### src/hdl/rhc_pkg.sv
package rhc_pkg;

  // Pixel and result field widths
  localparam int CH_W  = 8;
  localparam int OUT_W = 16;

  // Default number of fraction bits of the results
  localparam int FRAC_BITS_DEF = 16;

  // Divider operands: the largest denominator is 6 * 255 = 1530
  localparam int DEN_W = 11;

  // Restoring-division steps done in one divider stage
  localparam int STEPS_PER_STAGE = 4;

  // Lane order inside the divider
  localparam int NUM_LANES = 3;
  localparam int LANE_HUE  = 0;
  localparam int LANE_SAT  = 1;
  localparam int LANE_LIT  = 2;

  // Lightness divisor, and the max+min sum at which lightness reaches one half
  localparam logic [DEN_W-1:0] LIT_DEN  = DEN_W'(510);
  localparam logic [DEN_W-1:0] HALF_SUM = DEN_W'(255);

  // Operands handed from the front end to the divider
  typedef struct packed {
    logic                            grey;
    logic [NUM_LANES-1:0][DEN_W-1:0] num;
    logic [NUM_LANES-1:0][DEN_W-1:0] den;
  } div_req_t;

endpackage

### src/hdl/rhc_rgb_if.sv
interface rhc_rgb_if;
  logic                     valid;
  logic                     ready;
  logic [rhc_pkg::CH_W-1:0] red;
  logic [rhc_pkg::CH_W-1:0] green;
  logic [rhc_pkg::CH_W-1:0] blue;

  modport source (output valid, red, green, blue, input ready);
  modport sink   (input valid, red, green, blue, output ready);
endinterface

### src/hdl/rhc_hsl_if.sv
interface rhc_hsl_if;
  logic                      valid;
  logic                      ready;
  logic [rhc_pkg::OUT_W-1:0] hue;
  logic [rhc_pkg::OUT_W-1:0] saturation;
  logic [rhc_pkg::OUT_W-1:0] lightness;

  modport source (output valid, hue, saturation, lightness, input ready);
  modport sink   (input valid, hue, saturation, lightness, output ready);
endinterface

### src/hdl/rhc_prep.sv
// Front end: max/min search, then numerators and denominators of the three fractions
module rhc_prep (
  input  logic              clk,
  input  logic              rst_n,
  rhc_rgb_if.sink           in_pix,
  output logic              out_valid,
  input  logic              out_ready,
  output rhc_pkg::div_req_t out_req
);

  localparam int CW = rhc_pkg::CH_W;
  localparam int DW = rhc_pkg::DEN_W;

  typedef enum logic [1:0] {MAX_RED, MAX_GREEN, MAX_BLUE} max_sel_t;

  // stage A registers
  logic          va_r;
  logic [CW-1:0] r_r, g_r, b_r, mx_r, mn_r;
  max_sel_t      sel_r;
  logic [CW-1:0] mx_nxt, mn_nxt;
  max_sel_t      sel_nxt;

  // stage B registers
  logic              vb_r;
  rhc_pkg::div_req_t req_r, req_nxt;

  logic load_a, load_b;

  // each stage takes a request when empty or when it hands its own on
  assign load_b       = !vb_r || out_ready;
  assign load_a       = !va_r || load_b;
  assign in_pix.ready = load_a;

  // largest channel, ties go red, then green
  always_comb begin
    if (in_pix.red >= in_pix.green && in_pix.red >= in_pix.blue) begin
      sel_nxt = MAX_RED;
      mx_nxt  = in_pix.red;
    end else if (in_pix.green >= in_pix.blue) begin
      sel_nxt = MAX_GREEN;
      mx_nxt  = in_pix.green;
    end else begin
      sel_nxt = MAX_BLUE;
      mx_nxt  = in_pix.blue;
    end
    mn_nxt = (in_pix.red <= in_pix.green) ? in_pix.red : in_pix.green;
    if (in_pix.blue < mn_nxt) begin
      mn_nxt = in_pix.blue;
    end
  end

  // delta, sum and the divider operands
  always_comb begin
    logic [DW-1:0] d;
    logic [DW-1:0] sum;
    logic [DW-1:0] rx, gx, bx;
    d   = DW'(mx_r) - DW'(mn_r);
    sum = DW'(mx_r) + DW'(mn_r);
    rx  = DW'(r_r);
    gx  = DW'(g_r);
    bx  = DW'(b_r);

    req_nxt      = '0;
    req_nxt.grey = (d == '0);

    // hue: sector offset plus signed channel difference, wrapped to [0, 6d)
    unique case (sel_r)
      MAX_RED: begin
        if (gx >= bx) begin
          req_nxt.num[rhc_pkg::LANE_HUE] = gx - bx;
        end else begin
          req_nxt.num[rhc_pkg::LANE_HUE] = (d << 2) + (d << 1) - (bx - gx);
        end
      end
      MAX_GREEN: req_nxt.num[rhc_pkg::LANE_HUE] = (d << 1) + bx - rx;
      MAX_BLUE:  req_nxt.num[rhc_pkg::LANE_HUE] = (d << 2) + rx - gx;
      default:   req_nxt.num[rhc_pkg::LANE_HUE] = (d << 2) + rx - gx;
    endcase
    req_nxt.den[rhc_pkg::LANE_HUE] = (d << 2) + (d << 1);

    // saturation: lower or upper half of the lightness range
    req_nxt.num[rhc_pkg::LANE_SAT] = d;
    if (sum < rhc_pkg::HALF_SUM) begin
      req_nxt.den[rhc_pkg::LANE_SAT] = sum;
    end else begin
      req_nxt.den[rhc_pkg::LANE_SAT] = rhc_pkg::LIT_DEN - sum;
    end

    // lightness
    req_nxt.num[rhc_pkg::LANE_LIT] = sum;
    req_nxt.den[rhc_pkg::LANE_LIT] = rhc_pkg::LIT_DEN;
  end

  // valid bits
  always_ff @(posedge clk) begin
    if (!rst_n) begin
      va_r <= 1'b0;
      vb_r <= 1'b0;
    end else begin
      if (load_a) begin
        va_r <= in_pix.valid;
      end
      if (load_b) begin
        vb_r <= va_r;
      end
    end
  end

  // payload
  always_ff @(posedge clk) begin
    if (load_a && in_pix.valid) begin
      r_r   <= in_pix.red;
      g_r   <= in_pix.green;
      b_r   <= in_pix.blue;
      mx_r  <= mx_nxt;
      mn_r  <= mn_nxt;
      sel_r <= sel_nxt;
    end
    if (load_b && va_r) begin
      req_r <= req_nxt;
    end
  end

  assign out_valid = vb_r;
  assign out_req   = req_r;

endmodule

### src/hdl/rhc_divider.sv
// Pipelined restoring divider, three lanes side by side.
// Each lane gives floor(num * 2^FRAC_BITS / den) with num <= den, so the
// quotient has one integer bit and FRAC_BITS fraction bits, MSB first.
module rhc_divider #(
  parameter int FRAC_BITS = rhc_pkg::FRAC_BITS_DEF
) (
  input  logic                                          clk,
  input  logic                                          rst_n,
  input  logic                                          in_valid,
  output logic                                          in_ready,
  input  rhc_pkg::div_req_t                             in_req,
  output logic                                          out_valid,
  input  logic                                          out_ready,
  output logic                                          out_grey,
  output logic [rhc_pkg::NUM_LANES-1:0][FRAC_BITS:0]    out_quo
);

  localparam int QW     = FRAC_BITS + 1;
  localparam int SPS    = rhc_pkg::STEPS_PER_STAGE;
  localparam int NSTAGE = (QW + SPS - 1) / SPS;
  localparam int DW     = rhc_pkg::DEN_W;
  localparam int RW     = DW + 1;
  localparam int NL     = rhc_pkg::NUM_LANES;

  typedef struct packed {
    logic [RW-1:0] rem;
    logic [QW-1:0] quo;
  } lane_t;

  logic          vld_r  [NSTAGE];
  logic          grey_r [NSTAGE];
  logic [DW-1:0] den_r  [NSTAGE][NL];
  lane_t         lane_r [NSTAGE][NL];

  logic          src_vld  [NSTAGE];
  logic          src_grey [NSTAGE];
  logic [DW-1:0] src_den  [NSTAGE][NL];
  lane_t         src_lane [NSTAGE][NL];
  lane_t         lane_nxt [NSTAGE][NL];
  logic          load     [NSTAGE];

  // ready chain, back to front
  always_comb begin
    load[NSTAGE-1] = !vld_r[NSTAGE-1] || out_ready;
    for (int s = NSTAGE - 2; s >= 0; s--) begin
      load[s] = !vld_r[s] || load[s+1];
    end
  end
  assign in_ready = load[0];

  for (genvar s = 0; s < NSTAGE; s++) begin : g_stage
    // stage inputs
    if (s == 0) begin : g_head
      assign src_vld[s]  = in_valid;
      assign src_grey[s] = in_req.grey;
      for (genvar l = 0; l < NL; l++) begin : g_lane
        assign src_den[s][l]       = in_req.den[l];
        assign src_lane[s][l].rem  = RW'(in_req.num[l]);
        assign src_lane[s][l].quo  = '0;
      end
    end else begin : g_body
      assign src_vld[s]  = vld_r[s-1];
      assign src_grey[s] = grey_r[s-1];
      for (genvar l = 0; l < NL; l++) begin : g_lane
        assign src_den[s][l]  = den_r[s-1][l];
        assign src_lane[s][l] = lane_r[s-1][l];
      end
    end

    // this stage's share of the quotient bits
    always_comb begin
      logic [RW-1:0] rem;
      logic [QW-1:0] quo;
      logic          qbit;
      for (int l = 0; l < NL; l++) begin
        rem = src_lane[s][l].rem;
        quo = src_lane[s][l].quo;
        for (int j = 0; j < SPS; j++) begin
          if (s * SPS + j < QW) begin
            // the integer bit compares without a shift
            if (s * SPS + j != 0) begin
              rem = {rem[RW-2:0], 1'b0};
            end
            qbit = (rem >= {1'b0, src_den[s][l]});
            if (qbit) begin
              rem = rem - {1'b0, src_den[s][l]};
            end
            quo = {quo[QW-2:0], qbit};
          end
        end
        lane_nxt[s][l].rem = rem;
        lane_nxt[s][l].quo = quo;
      end
    end

    // valid bit
    always_ff @(posedge clk) begin
      if (!rst_n) begin
        vld_r[s] <= 1'b0;
      end else if (load[s]) begin
        vld_r[s] <= src_vld[s];
      end
    end

    // payload
    always_ff @(posedge clk) begin
      if (load[s] && src_vld[s]) begin
        grey_r[s] <= src_grey[s];
        for (int l = 0; l < NL; l++) begin
          den_r[s][l]  <= src_den[s][l];
          lane_r[s][l] <= lane_nxt[s][l];
        end
      end
    end
  end

  assign out_valid = vld_r[NSTAGE-1];
  assign out_grey  = grey_r[NSTAGE-1];
  for (genvar l = 0; l < NL; l++) begin : g_out
    assign out_quo[l] = lane_r[NSTAGE-1][l].quo;
  end

endmodule

### src/hdl/rgb_to_hsl_convert.sv
// RGB to HSL pixel converter.
// in_pix carries one 8-bit red/green/blue pixel per request; out_hsl returns
// hue, saturation and lightness as unsigned fractions times 2^FRAC_BITS
// (low 16 bits), one result per pixel, in order. Both channels use
// valid/ready; a request moves when both are high at a rising clk edge.
// The pipeline has two front-end stages (max/min, then operands), one
// divider stage per four quotient bits of the restoring divider, and the
// output register. Throughput is one pixel per cycle while out_hsl takes
// results; the divider retires four quotient bits of every lane per stage,
// so no stage holds a pixel back to iterate on it.
// Every stage has its own valid bit and loads whenever it is empty or its
// successor takes its request, so a stalled receiver lets the pipeline fill
// its bubbles before in_pix.ready drops; nothing is lost or repeated.
// rst_n (synchronous, active low) empties all stages; no pixel in flight
// survives it and no result is produced from it.
module rgb_to_hsl_convert #(
  parameter int FRAC_BITS = rhc_pkg::FRAC_BITS_DEF
) (
  input  logic      clk,
  input  logic      rst_n,
  rhc_rgb_if.sink   in_pix,
  rhc_hsl_if.source out_hsl
);

  localparam int QW     = FRAC_BITS + 1;
  localparam int SPS    = rhc_pkg::STEPS_PER_STAGE;
  localparam int NSTAGE = (QW + SPS - 1) / SPS;
  localparam int DEPTH  = NSTAGE + 3;
  localparam int CNT_W  = $clog2(DEPTH + 1);
  localparam int OW     = rhc_pkg::OUT_W;
  localparam int NL     = rhc_pkg::NUM_LANES;

  logic                      prep_valid, prep_ready;
  rhc_pkg::div_req_t         prep_req;
  logic                      div_valid, div_ready, div_grey;
  logic [NL-1:0][FRAC_BITS:0] div_quo;

  logic          ovld_r;
  logic [OW-1:0] hue_r, sat_r, lit_r;
  logic [OW-1:0] hue_nxt, sat_nxt, lit_nxt;
  logic          load_o;

  // front end
  rhc_prep u_prep (
    .clk       (clk),
    .rst_n     (rst_n),
    .in_pix    (in_pix),
    .out_valid (prep_valid),
    .out_ready (prep_ready),
    .out_req   (prep_req)
  );

  // divider
  rhc_divider #(
    .FRAC_BITS (FRAC_BITS)
  ) u_div (
    .clk       (clk),
    .rst_n     (rst_n),
    .in_valid  (prep_valid),
    .in_ready  (prep_ready),
    .in_req    (prep_req),
    .out_valid (div_valid),
    .out_ready (div_ready),
    .out_grey  (div_grey),
    .out_quo   (div_quo)
  );

  assign load_o    = !ovld_r || out_hsl.ready;
  assign div_ready = load_o;

  // clamp a full one to all ones, zero hue and saturation of a grey pixel
  always_comb begin
    logic [FRAC_BITS-1:0] fx [NL];
    for (int l = 0; l < NL; l++) begin
      fx[l] = div_quo[l][FRAC_BITS] ? '1 : div_quo[l][FRAC_BITS-1:0];
      if (div_grey && l != rhc_pkg::LANE_LIT) begin
        fx[l] = '0;
      end
    end
    hue_nxt = OW'(fx[rhc_pkg::LANE_HUE]);
    sat_nxt = OW'(fx[rhc_pkg::LANE_SAT]);
    lit_nxt = OW'(fx[rhc_pkg::LANE_LIT]);
  end

  // output register
  always_ff @(posedge clk) begin
    if (!rst_n) begin
      ovld_r <= 1'b0;
    end else if (load_o) begin
      ovld_r <= div_valid;
    end
  end

  always_ff @(posedge clk) begin
    if (load_o && div_valid) begin
      hue_r <= hue_nxt;
      sat_r <= sat_nxt;
      lit_r <= lit_nxt;
    end
  end

  assign out_hsl.valid      = ovld_r;
  assign out_hsl.hue        = hue_r;
  assign out_hsl.saturation = sat_r;
  assign out_hsl.lightness  = lit_r;

  // pixels in flight, for the checks below
  logic [CNT_W-1:0] inflight_r, inflight_nxt;
  logic             in_acc, out_acc;

  assign in_acc  = in_pix.valid && in_pix.ready;
  assign out_acc = out_hsl.valid && out_hsl.ready;

  always_comb begin
    inflight_nxt = inflight_r;
    if (in_acc && !out_acc) begin
      inflight_nxt = inflight_r + CNT_W'(1);
    end else if (out_acc && !in_acc) begin
      inflight_nxt = inflight_r - CNT_W'(1);
    end
  end

  always_ff @(posedge clk) begin
    if (!rst_n) begin
      inflight_r <= '0;
    end else begin
      inflight_r <= inflight_nxt;
    end
  end

  // never more pixels inside than stages
  a_depth : assert property (@(posedge clk) disable iff (!rst_n)
    inflight_r <= CNT_W'(DEPTH))
    else $error("pipeline holds more pixels than it has stages");

  // input back-pressure only when every stage is full
  a_full_stall : assert property (@(posedge clk) disable iff (!rst_n)
    !in_pix.ready |-> inflight_r == CNT_W'(DEPTH))
    else $error("input stalled while a stage is empty");

  // a result is only offered for a pixel that was taken in
  a_no_phantom : assert property (@(posedge clk) disable iff (!rst_n)
    out_hsl.valid |-> inflight_r != '0)
    else $error("result offered with no pixel in flight");

endmodule

### src/flat_wrapper.sv
// flat-port wrapper written by rule: the top's interface ports become plain ports
module rgb_to_hsl_convert_flat 
#(
  parameter int FRAC_BITS = rhc_pkg::FRAC_BITS_DEF
)
  (clk, rst_n, in_pix_valid, in_pix_red, in_pix_green, in_pix_blue, in_pix_ready, out_hsl_valid, out_hsl_hue, out_hsl_saturation, out_hsl_lightness, out_hsl_ready);
  rhc_rgb_if in_pix_i ();
  rhc_hsl_if out_hsl_i ();
  input  logic clk;
  input  logic rst_n;
  input wire logic [$bits(in_pix_i.valid)-1:0] in_pix_valid;
  input wire logic [$bits(in_pix_i.red)-1:0] in_pix_red;
  input wire logic [$bits(in_pix_i.green)-1:0] in_pix_green;
  input wire logic [$bits(in_pix_i.blue)-1:0] in_pix_blue;
  output wire logic [$bits(in_pix_i.ready)-1:0] in_pix_ready;
  output wire logic [$bits(out_hsl_i.valid)-1:0] out_hsl_valid;
  output wire logic [$bits(out_hsl_i.hue)-1:0] out_hsl_hue;
  output wire logic [$bits(out_hsl_i.saturation)-1:0] out_hsl_saturation;
  output wire logic [$bits(out_hsl_i.lightness)-1:0] out_hsl_lightness;
  input wire logic [$bits(out_hsl_i.ready)-1:0] out_hsl_ready;
  assign in_pix_i.valid = in_pix_valid;
  assign in_pix_i.red = in_pix_red;
  assign in_pix_i.green = in_pix_green;
  assign in_pix_i.blue = in_pix_blue;
  assign in_pix_ready = in_pix_i.ready;
  assign out_hsl_valid = out_hsl_i.valid;
  assign out_hsl_hue = out_hsl_i.hue;
  assign out_hsl_saturation = out_hsl_i.saturation;
  assign out_hsl_lightness = out_hsl_i.lightness;
  assign out_hsl_i.ready = out_hsl_ready;
  rgb_to_hsl_convert #(.FRAC_BITS(FRAC_BITS)) u_core (.clk(clk), .rst_n(rst_n), .in_pix(in_pix_i), .out_hsl(out_hsl_i));
endmodule
### config.mk
export PLATFORM = sky130hd
export DESIGN_NAME = rgb_to_hsl_convert_flat
export DESIGN_NICKNAME = d
export VERILOG_FILES = /design/src/hdl/rhc_pkg.sv /design/src/hdl/rhc_rgb_if.sv /design/src/hdl/rhc_hsl_if.sv /design/src/hdl/rhc_prep.sv /design/src/hdl/rhc_divider.sv /design/src/hdl/rgb_to_hsl_convert.sv /design/src/flat_wrapper.sv
export SDC_FILE = /design/constraint.sdc
export NUM_CORES = 2
export LEC_CHECK = 0
export ABC_CLOCK_PERIOD_IN_PS = 9600
export BUFFER_PORTS_ARGS = -buffer_cell sky130_fd_sc_hd__buf_2
export CORE_AREA = 5 5 329 331
export CTS_BUF_LIST = sky130_fd_sc_hd__clkbuf_4
export DETAILED_ROUTE_END_ITERATION = 6
export DIE_AREA = 0 0 334 336
export PLACE_DENSITY = 0.68
export SLEW_MARGIN = 0
export SYNTH_ARGS = -nofsm -noshare
export SYNTH_HDL_FRONTEND = slang
export SYNTH_HIERARCHICAL = 1
export SYNTH_SLANG_ARGS = --single-unit
### constraint.sdc
create_clock -name clk -period 9.6 [get_ports clk]
set_clock_uncertainty 0.2 [all_clocks]
set_input_delay 0.48 -clock clk [delete_from_list [all_inputs] [get_ports clk]]
set_output_delay 0.48 -clock clk [all_outputs]
set_load 0.1 [all_outputs]
=== Word level (Yosys, flattened, before mapping) ===
Memory sizes are Yosys's and may differ from the RTL's.
Cells that the tools add are included.

* Memories kept: 4
* Bits in registers: 147
* RAM bits: 610
* Bits of input ports: 28
* Logic and storage cells: 267
* Output and inout bits: 50

* Reduce and logical (&&, ||, !) cells: 27
* Magnitude comparators: 58
* Bitwise gates (word level): 5
* Muxes and demuxes: 92
* Eq/ne operators: 1
* Add/sub/neg operators: 62

{| class="wikitable"
|+ Memory list
! name !! depth !! bits a word !! rd ports !! clocked after Yosys merged registers in !! wr ports !! RTL line !! RTL
|-
| u_core.u_div.lane_r || 5 || 87 || 5 || 0 || 5 || rhc_divider.sv:33 || <nowiki>lane_t lane_r [NSTAGE][NL];</nowiki>
|-
| u_core.u_div.den_r || 5 || 33 || 4 || 0 || 5 || rhc_divider.sv:32 || <nowiki>logic [DW-1:0] den_r [NSTAGE][NL];</nowiki>
|-
| u_core.u_div.grey_r || 5 || 1 || 5 || 0 || 5 || rhc_divider.sv:31 || <nowiki>logic grey_r [NSTAGE];</nowiki>
|-
| u_core.u_div.vld_r || 5 || 1 || 5 || 0 || 5 || rhc_divider.sv:30 || <nowiki>logic vld_r [NSTAGE];</nowiki>
|}

{| class="wikitable"
|+ Operator list
! operator !! number
|-
| $ge 12x11->1 || 45
|-
| $mux 11 || 38
|-
| $sub 11x11->11 || 34
|-
| $mux 12 || 15
|-
| $sub 12x11->12 || 14
|-
| $ge 12x9->1 const B || 3
|-
| $sub 11x9->11 const B || 3
|-
| $ge 8x8->1 || 4
|-
| $mux 16 || 2
|-
| $mux 8 || 4
|-
| $mux 1 || 31
|-
| $sub 8x8->9 || 3
|-
| $ge 11x11->1 || 2
|-
| $pmux 11 s2 || 1
|-
| $sub 11x8->11 || 2
|-
| $sub 12x9->12 const B || 1
|-
| $add 10x9->11 || 1
|-
| $add 11x11->11 || 1
|-
| $add 11x8->11 || 1
|-
| $ge 11x9->1 const B || 1
|-
| $logic_not 11->1 || 1
|-
| $sub 9x9->10 const A || 1
|-
| $add 8x8->9 || 1
|-
| $logic_and 1x1->1 || 9
|-
| other kinds (9) || 27
|}

=== Logic depth before layout (Yosys ltp) ===
* Depth in word-level cells: 11
* Depth in mapped cells: 45
* Gate-level depth less buffers: 40

=== Modules after synthesis ===
The synthesis kept the hierarchy.

{| class="wikitable"
|+ Modules (own cells, without submodules)
! module !! area each (µm²) !! cells each !! sequential area each (µm²) !! instances
|-
| rhc_divider || 42,211.7 || 4,482 || 13,352.8 || 1
|-
| rhc_prep || 7,808.7 || 766 || 2,712.6 || 1
|-
| rgb_to_hsl_convert || 1,896.8 || 141 || 1,461.4 || 1
|}

=== Worst setup path before layout ===
Ideal clock, no wire load.

* Path type: register to register
* Start point: reg u_core.ovld_r (netlist: u_core/out_hsl.valid)
* End point: mem u_core.u_div.vld_r[3] (data pin)
* Required time: 9,205 ps
* Setup time: 195 ps
* Path buffers: 0
* Cell stages (with the launch flop): 5
* Data arrival time: 9,972 ps
* Path slack: -767 ps
* Period minus slack after synthesis: 10,367 ps
* Path through: dfxtp_1 nand2b_1 nor2b_1 a21boi_0 and2_1

{| class="wikitable"
|+ RTL lines
! item !! RTL line !! RTL
|-
| start, declared || rgb_to_hsl_convert.sv:38 || <nowiki>logic ovld_r;</nowiki>
|-
| start signal, assigned || rgb_to_hsl_convert.sv:90 || <nowiki>ovld_r <= div_valid;</nowiki>
|-
| end, declared || rhc_divider.sv:30 ||
|}

==> qor.txt <==
Run status = finished, final reports clean
Slew Viols, Final = 0
DRT antenna net count = 0
Storage cell area = 17500 um^2
Root Buffer = clkbuf_4
Most frequent cells in the layout = 621 x ha_1, 581 x edfxtp_1, 538 x nor2_1, 413 x inv_1, 333 x a21oi_1
Crit Path Category = flop to flop
Vias per std cell = 5.70
Sink Count = 585
Largest net degree at the start of global routing = 66
Num CTS Buffers = 164
Row count = 119
Share of cells above drive strength 1 = 0.159
Initial antenna violation count = 2
Worst Tran Pin Value = 1070 ps
# DRC = 0
Critical Path RT = 10150 ps
Slowest Stage Delay on Critical Path = 440 ps
CP Max Fanout = 11
Endpoints failing setup = 0
Via count = 41500
HPWL Detailed = 97200 um
Slowest CP cell = edfxtp_1
Final #Nets = 6457
First-pass GRT wire length = 205000 um
GRT overflow = 0
Fin crit share = 0.957
Netlist cell types = 112
CP startpoint kind = flop
Clock transition at path regs = 60 ps
Port bufs = 77
1st-pass router iterations = 7
Post-synth EDFFs = 581
Skew-Pair Late Insertion Delay = 1080 ps
Vias in the first global route = 40600
Synth-to-layout area growth = 11.7%
Max_cap viols = 0
Die Span X = 334 um
Syn Inst Count = 5389
FF+latch count, synth = 585
Synth warnings = 6
Area leader, netlist = edfxtp_1
Gr usage total = 0.219
Die area = 112000 um^2
Most common cell after layout, fill and taps aside = ha_1
Critical Path End Type = flop
Average wire per standard cell = 17.3 um
Final TNS setup = 0 ps
Top cell type's share of synthesized area = 0.336
Max frequency = 109 MHz
Fill count = 9274
Synth Area per Inst = 9.63 um^2
Tmin final = 9190 ps
Max clock buf depth = 3
Hold Vio Cnt, Final = 0
WP data arrival = 9740 ps
CTS H-tree depth = 4
Effective utilization at floorplan = 0.495
CTS tree = done
Cell Area, Synth = 51900 um^2
Iteration-0 DRC Markers = 2529
Multi-input combinational cell area = 32600 um^2
Placer Congestion = 0.912
Wirelength, routed = 126000 um
DIE HEIGHT = 336 um
Top cells by area, synth = edfxtp_1 34%, ha_1 15%, mux2_2 4.7%, nor2_1 3.9%, xnor2_1 3.8%
Core area = 105000 um^2
Worst min path class = primary input to flop
Ys flop type = edfxtp_1
Sequential-to-total area share from yosys stat = 0.338
Relative slew slack = 0.280
# IOs = 78
Post-synth ARST share = 0
## worst max-delay path, delay by kind of cell, from the launching register on
family / cells / cell delay (ps)
compound gates: 20 / 3820
flops: 1 / 440
mux: 3 / 960
fa+ha+maj: 4 / 1270
buf+inv: 6 / 980
simple gates: 5 / 1220
## routing by layer
metal / vias to the layer above / wire (um) / GRT usage
met5: - / 20 / 0
met4: 2 / 3390 / 0.0737
met3: 223 / 5100 / 0.0292
met2: 893 / 59500 / 0.373
met1: 19600 / 57900 / 0.290
li1: 20800 / - / -
## cell usage after synthesis (12+ instances only)
library cell / number
inv_2: 13
nand3_1: 88
edfxtp_1: 581
or3_1: 52
o21bai_1: 56
a21o_1: 118
clkbuf_1: 49
o2111ai_1: 22
nand2_1: 246
a31oi_1: 43
mux2_2: 216
a211o_1: 19
a311oi_1: 12
o41ai_1: 18
nor3_1: 127
and3_1: 48
nand2b_1: 75
inv_1: 420
buf_2: 30
o211ai_1: 27
nor2b_1: 110
o21ai_0: 275
nor2_1: 541
o31a_1: 30
buf_4: 24
a41o_1: 12
and2_1: 48
o31ai_1: 45
fa_1: 36
o21a_1: 130
mux2i_1: 80
ha_1: 624
xor2_1: 135
or2_2: 28
nor4_1: 35
a21oi_1: 341
xnor2_1: 226
a211oi_1: 43
nand4_1: 36
mux2_4: 15
or2_1: 13
a21boi_0: 28
## final cells by class
type,instances,share of cell area
inverters,436,0.0283
clock buffers,230,0.0298
well taps,1391,0.0300
multi-input cells,4262,0.562
flip-flops and latches,585,0.302
diodes,1,0.0000431
clock inverters,63,0.00701
repair buffers,320,0.0406
## through the flow
stage / worst slack (ps) / instance area (um^2) / utilization / hold WS [ps] / cells
6_report: 409 / 58000 / 0.553 / 178 / 7288
5_1_grt: -26.1 / 58000 / 0.553 / 119 / 7288
4_1_cts: 7.37 / 57500 / 0.548 / 8.93 / 7260
3_5_place_dp: -203 / 54700 / 0.522 / 205 / 6910
3_3_place_gp: -80.3 / 54700 / 0.522 / 200 / 6910
2_1_floorplan: 235 / 52000 / - / 200 / 5401
## flip-flops by register name, summed over array words and instances, names as in the netlist
| name | flops |
|---|---|
| u_core/u_prep/out_valid | 1 |
| u_core/u_div/den_r | 132 |
| u_core/u_prep/mn_r | 8 |
| u_core/u_prep/b_r | 8 |
| u_core/u_prep/va_r | 1 |
| u_core/out_hsl.valid | 1 |
| u_core/u_prep/sel_r | 2 |
| u_core/u_prep/g_r | 8 |
| u_core/out_hsl.lightness | 16 |
| u_core/u_div/vld_r | 5 |
| u_core/u_div/lane_r | 303 |
| u_core/out_hsl.hue | 16 |
| u_core/u_prep/r_r | 8 |
| u_core/out_hsl.saturation | 16 |
| u_core/u_div/grey_r | 5 |
| u_core/u_prep/mx_r | 8 |
| u_core/u_prep/out_req | 47 |
## worst paths after layout
kind / startpoint / endpoint / slack (ps) / cells after the start
setup reg to reg: u_core/u_div/den_r[1][13]$_DFFE_PP_ / u_core/u_div/lane_r[2][50]$_DFFE_PP_ / 410 / 38
setup / recovery: u_core/u_div/den_r[1][13]$_DFFE_PP_ / u_core/u_div/lane_r[2][50]$_DFFE_PP_ / 410 / 38
hold reg to reg: u_core/u_div/lane_r[2][38]$_DFFE_PP_ / u_core/u_div/lane_r[3][42]$_DFFE_PP_ / 200 / 0
hold / removal: rst_n / u_core/u_div/vld_r[1]$_DFFE_PP_ / 180 / 3
## logic make-up (layout without fill, tap and decap cells)
kind of cell | Yosys count | count (layout) | share of synthesized area
other | 2 | 15 | 0.000145
AND/OR/NAND/NOR | 1507 | 1508 | 0.141
multiplexers | 322 | 322 | 0.0690
adder cells (fa/ha/maj) | 662 | 662 | 0.165
flip-flops | 585 | 585 | 0.338
XOR/XNOR | 363 | 363 | 0.0617
AO/OA/AOI/OAI | 1392 | 1393 | 0.182
buffers and inverters | 556 | 1049 | 0.0438
## timing repair
action,in CTS,in global routing
gates cloned,0,2
pin swaps,2,19
hold buffers,56,0
resized for setup,11,89
hold endpoints to repair,82,0
buffers inserted,1,25
setup endpoints to repair,58,125
Power is left out: the tool's default activity adds up to more than one toggle a clock period on the data nets, which glitch-free logic cannot reach.
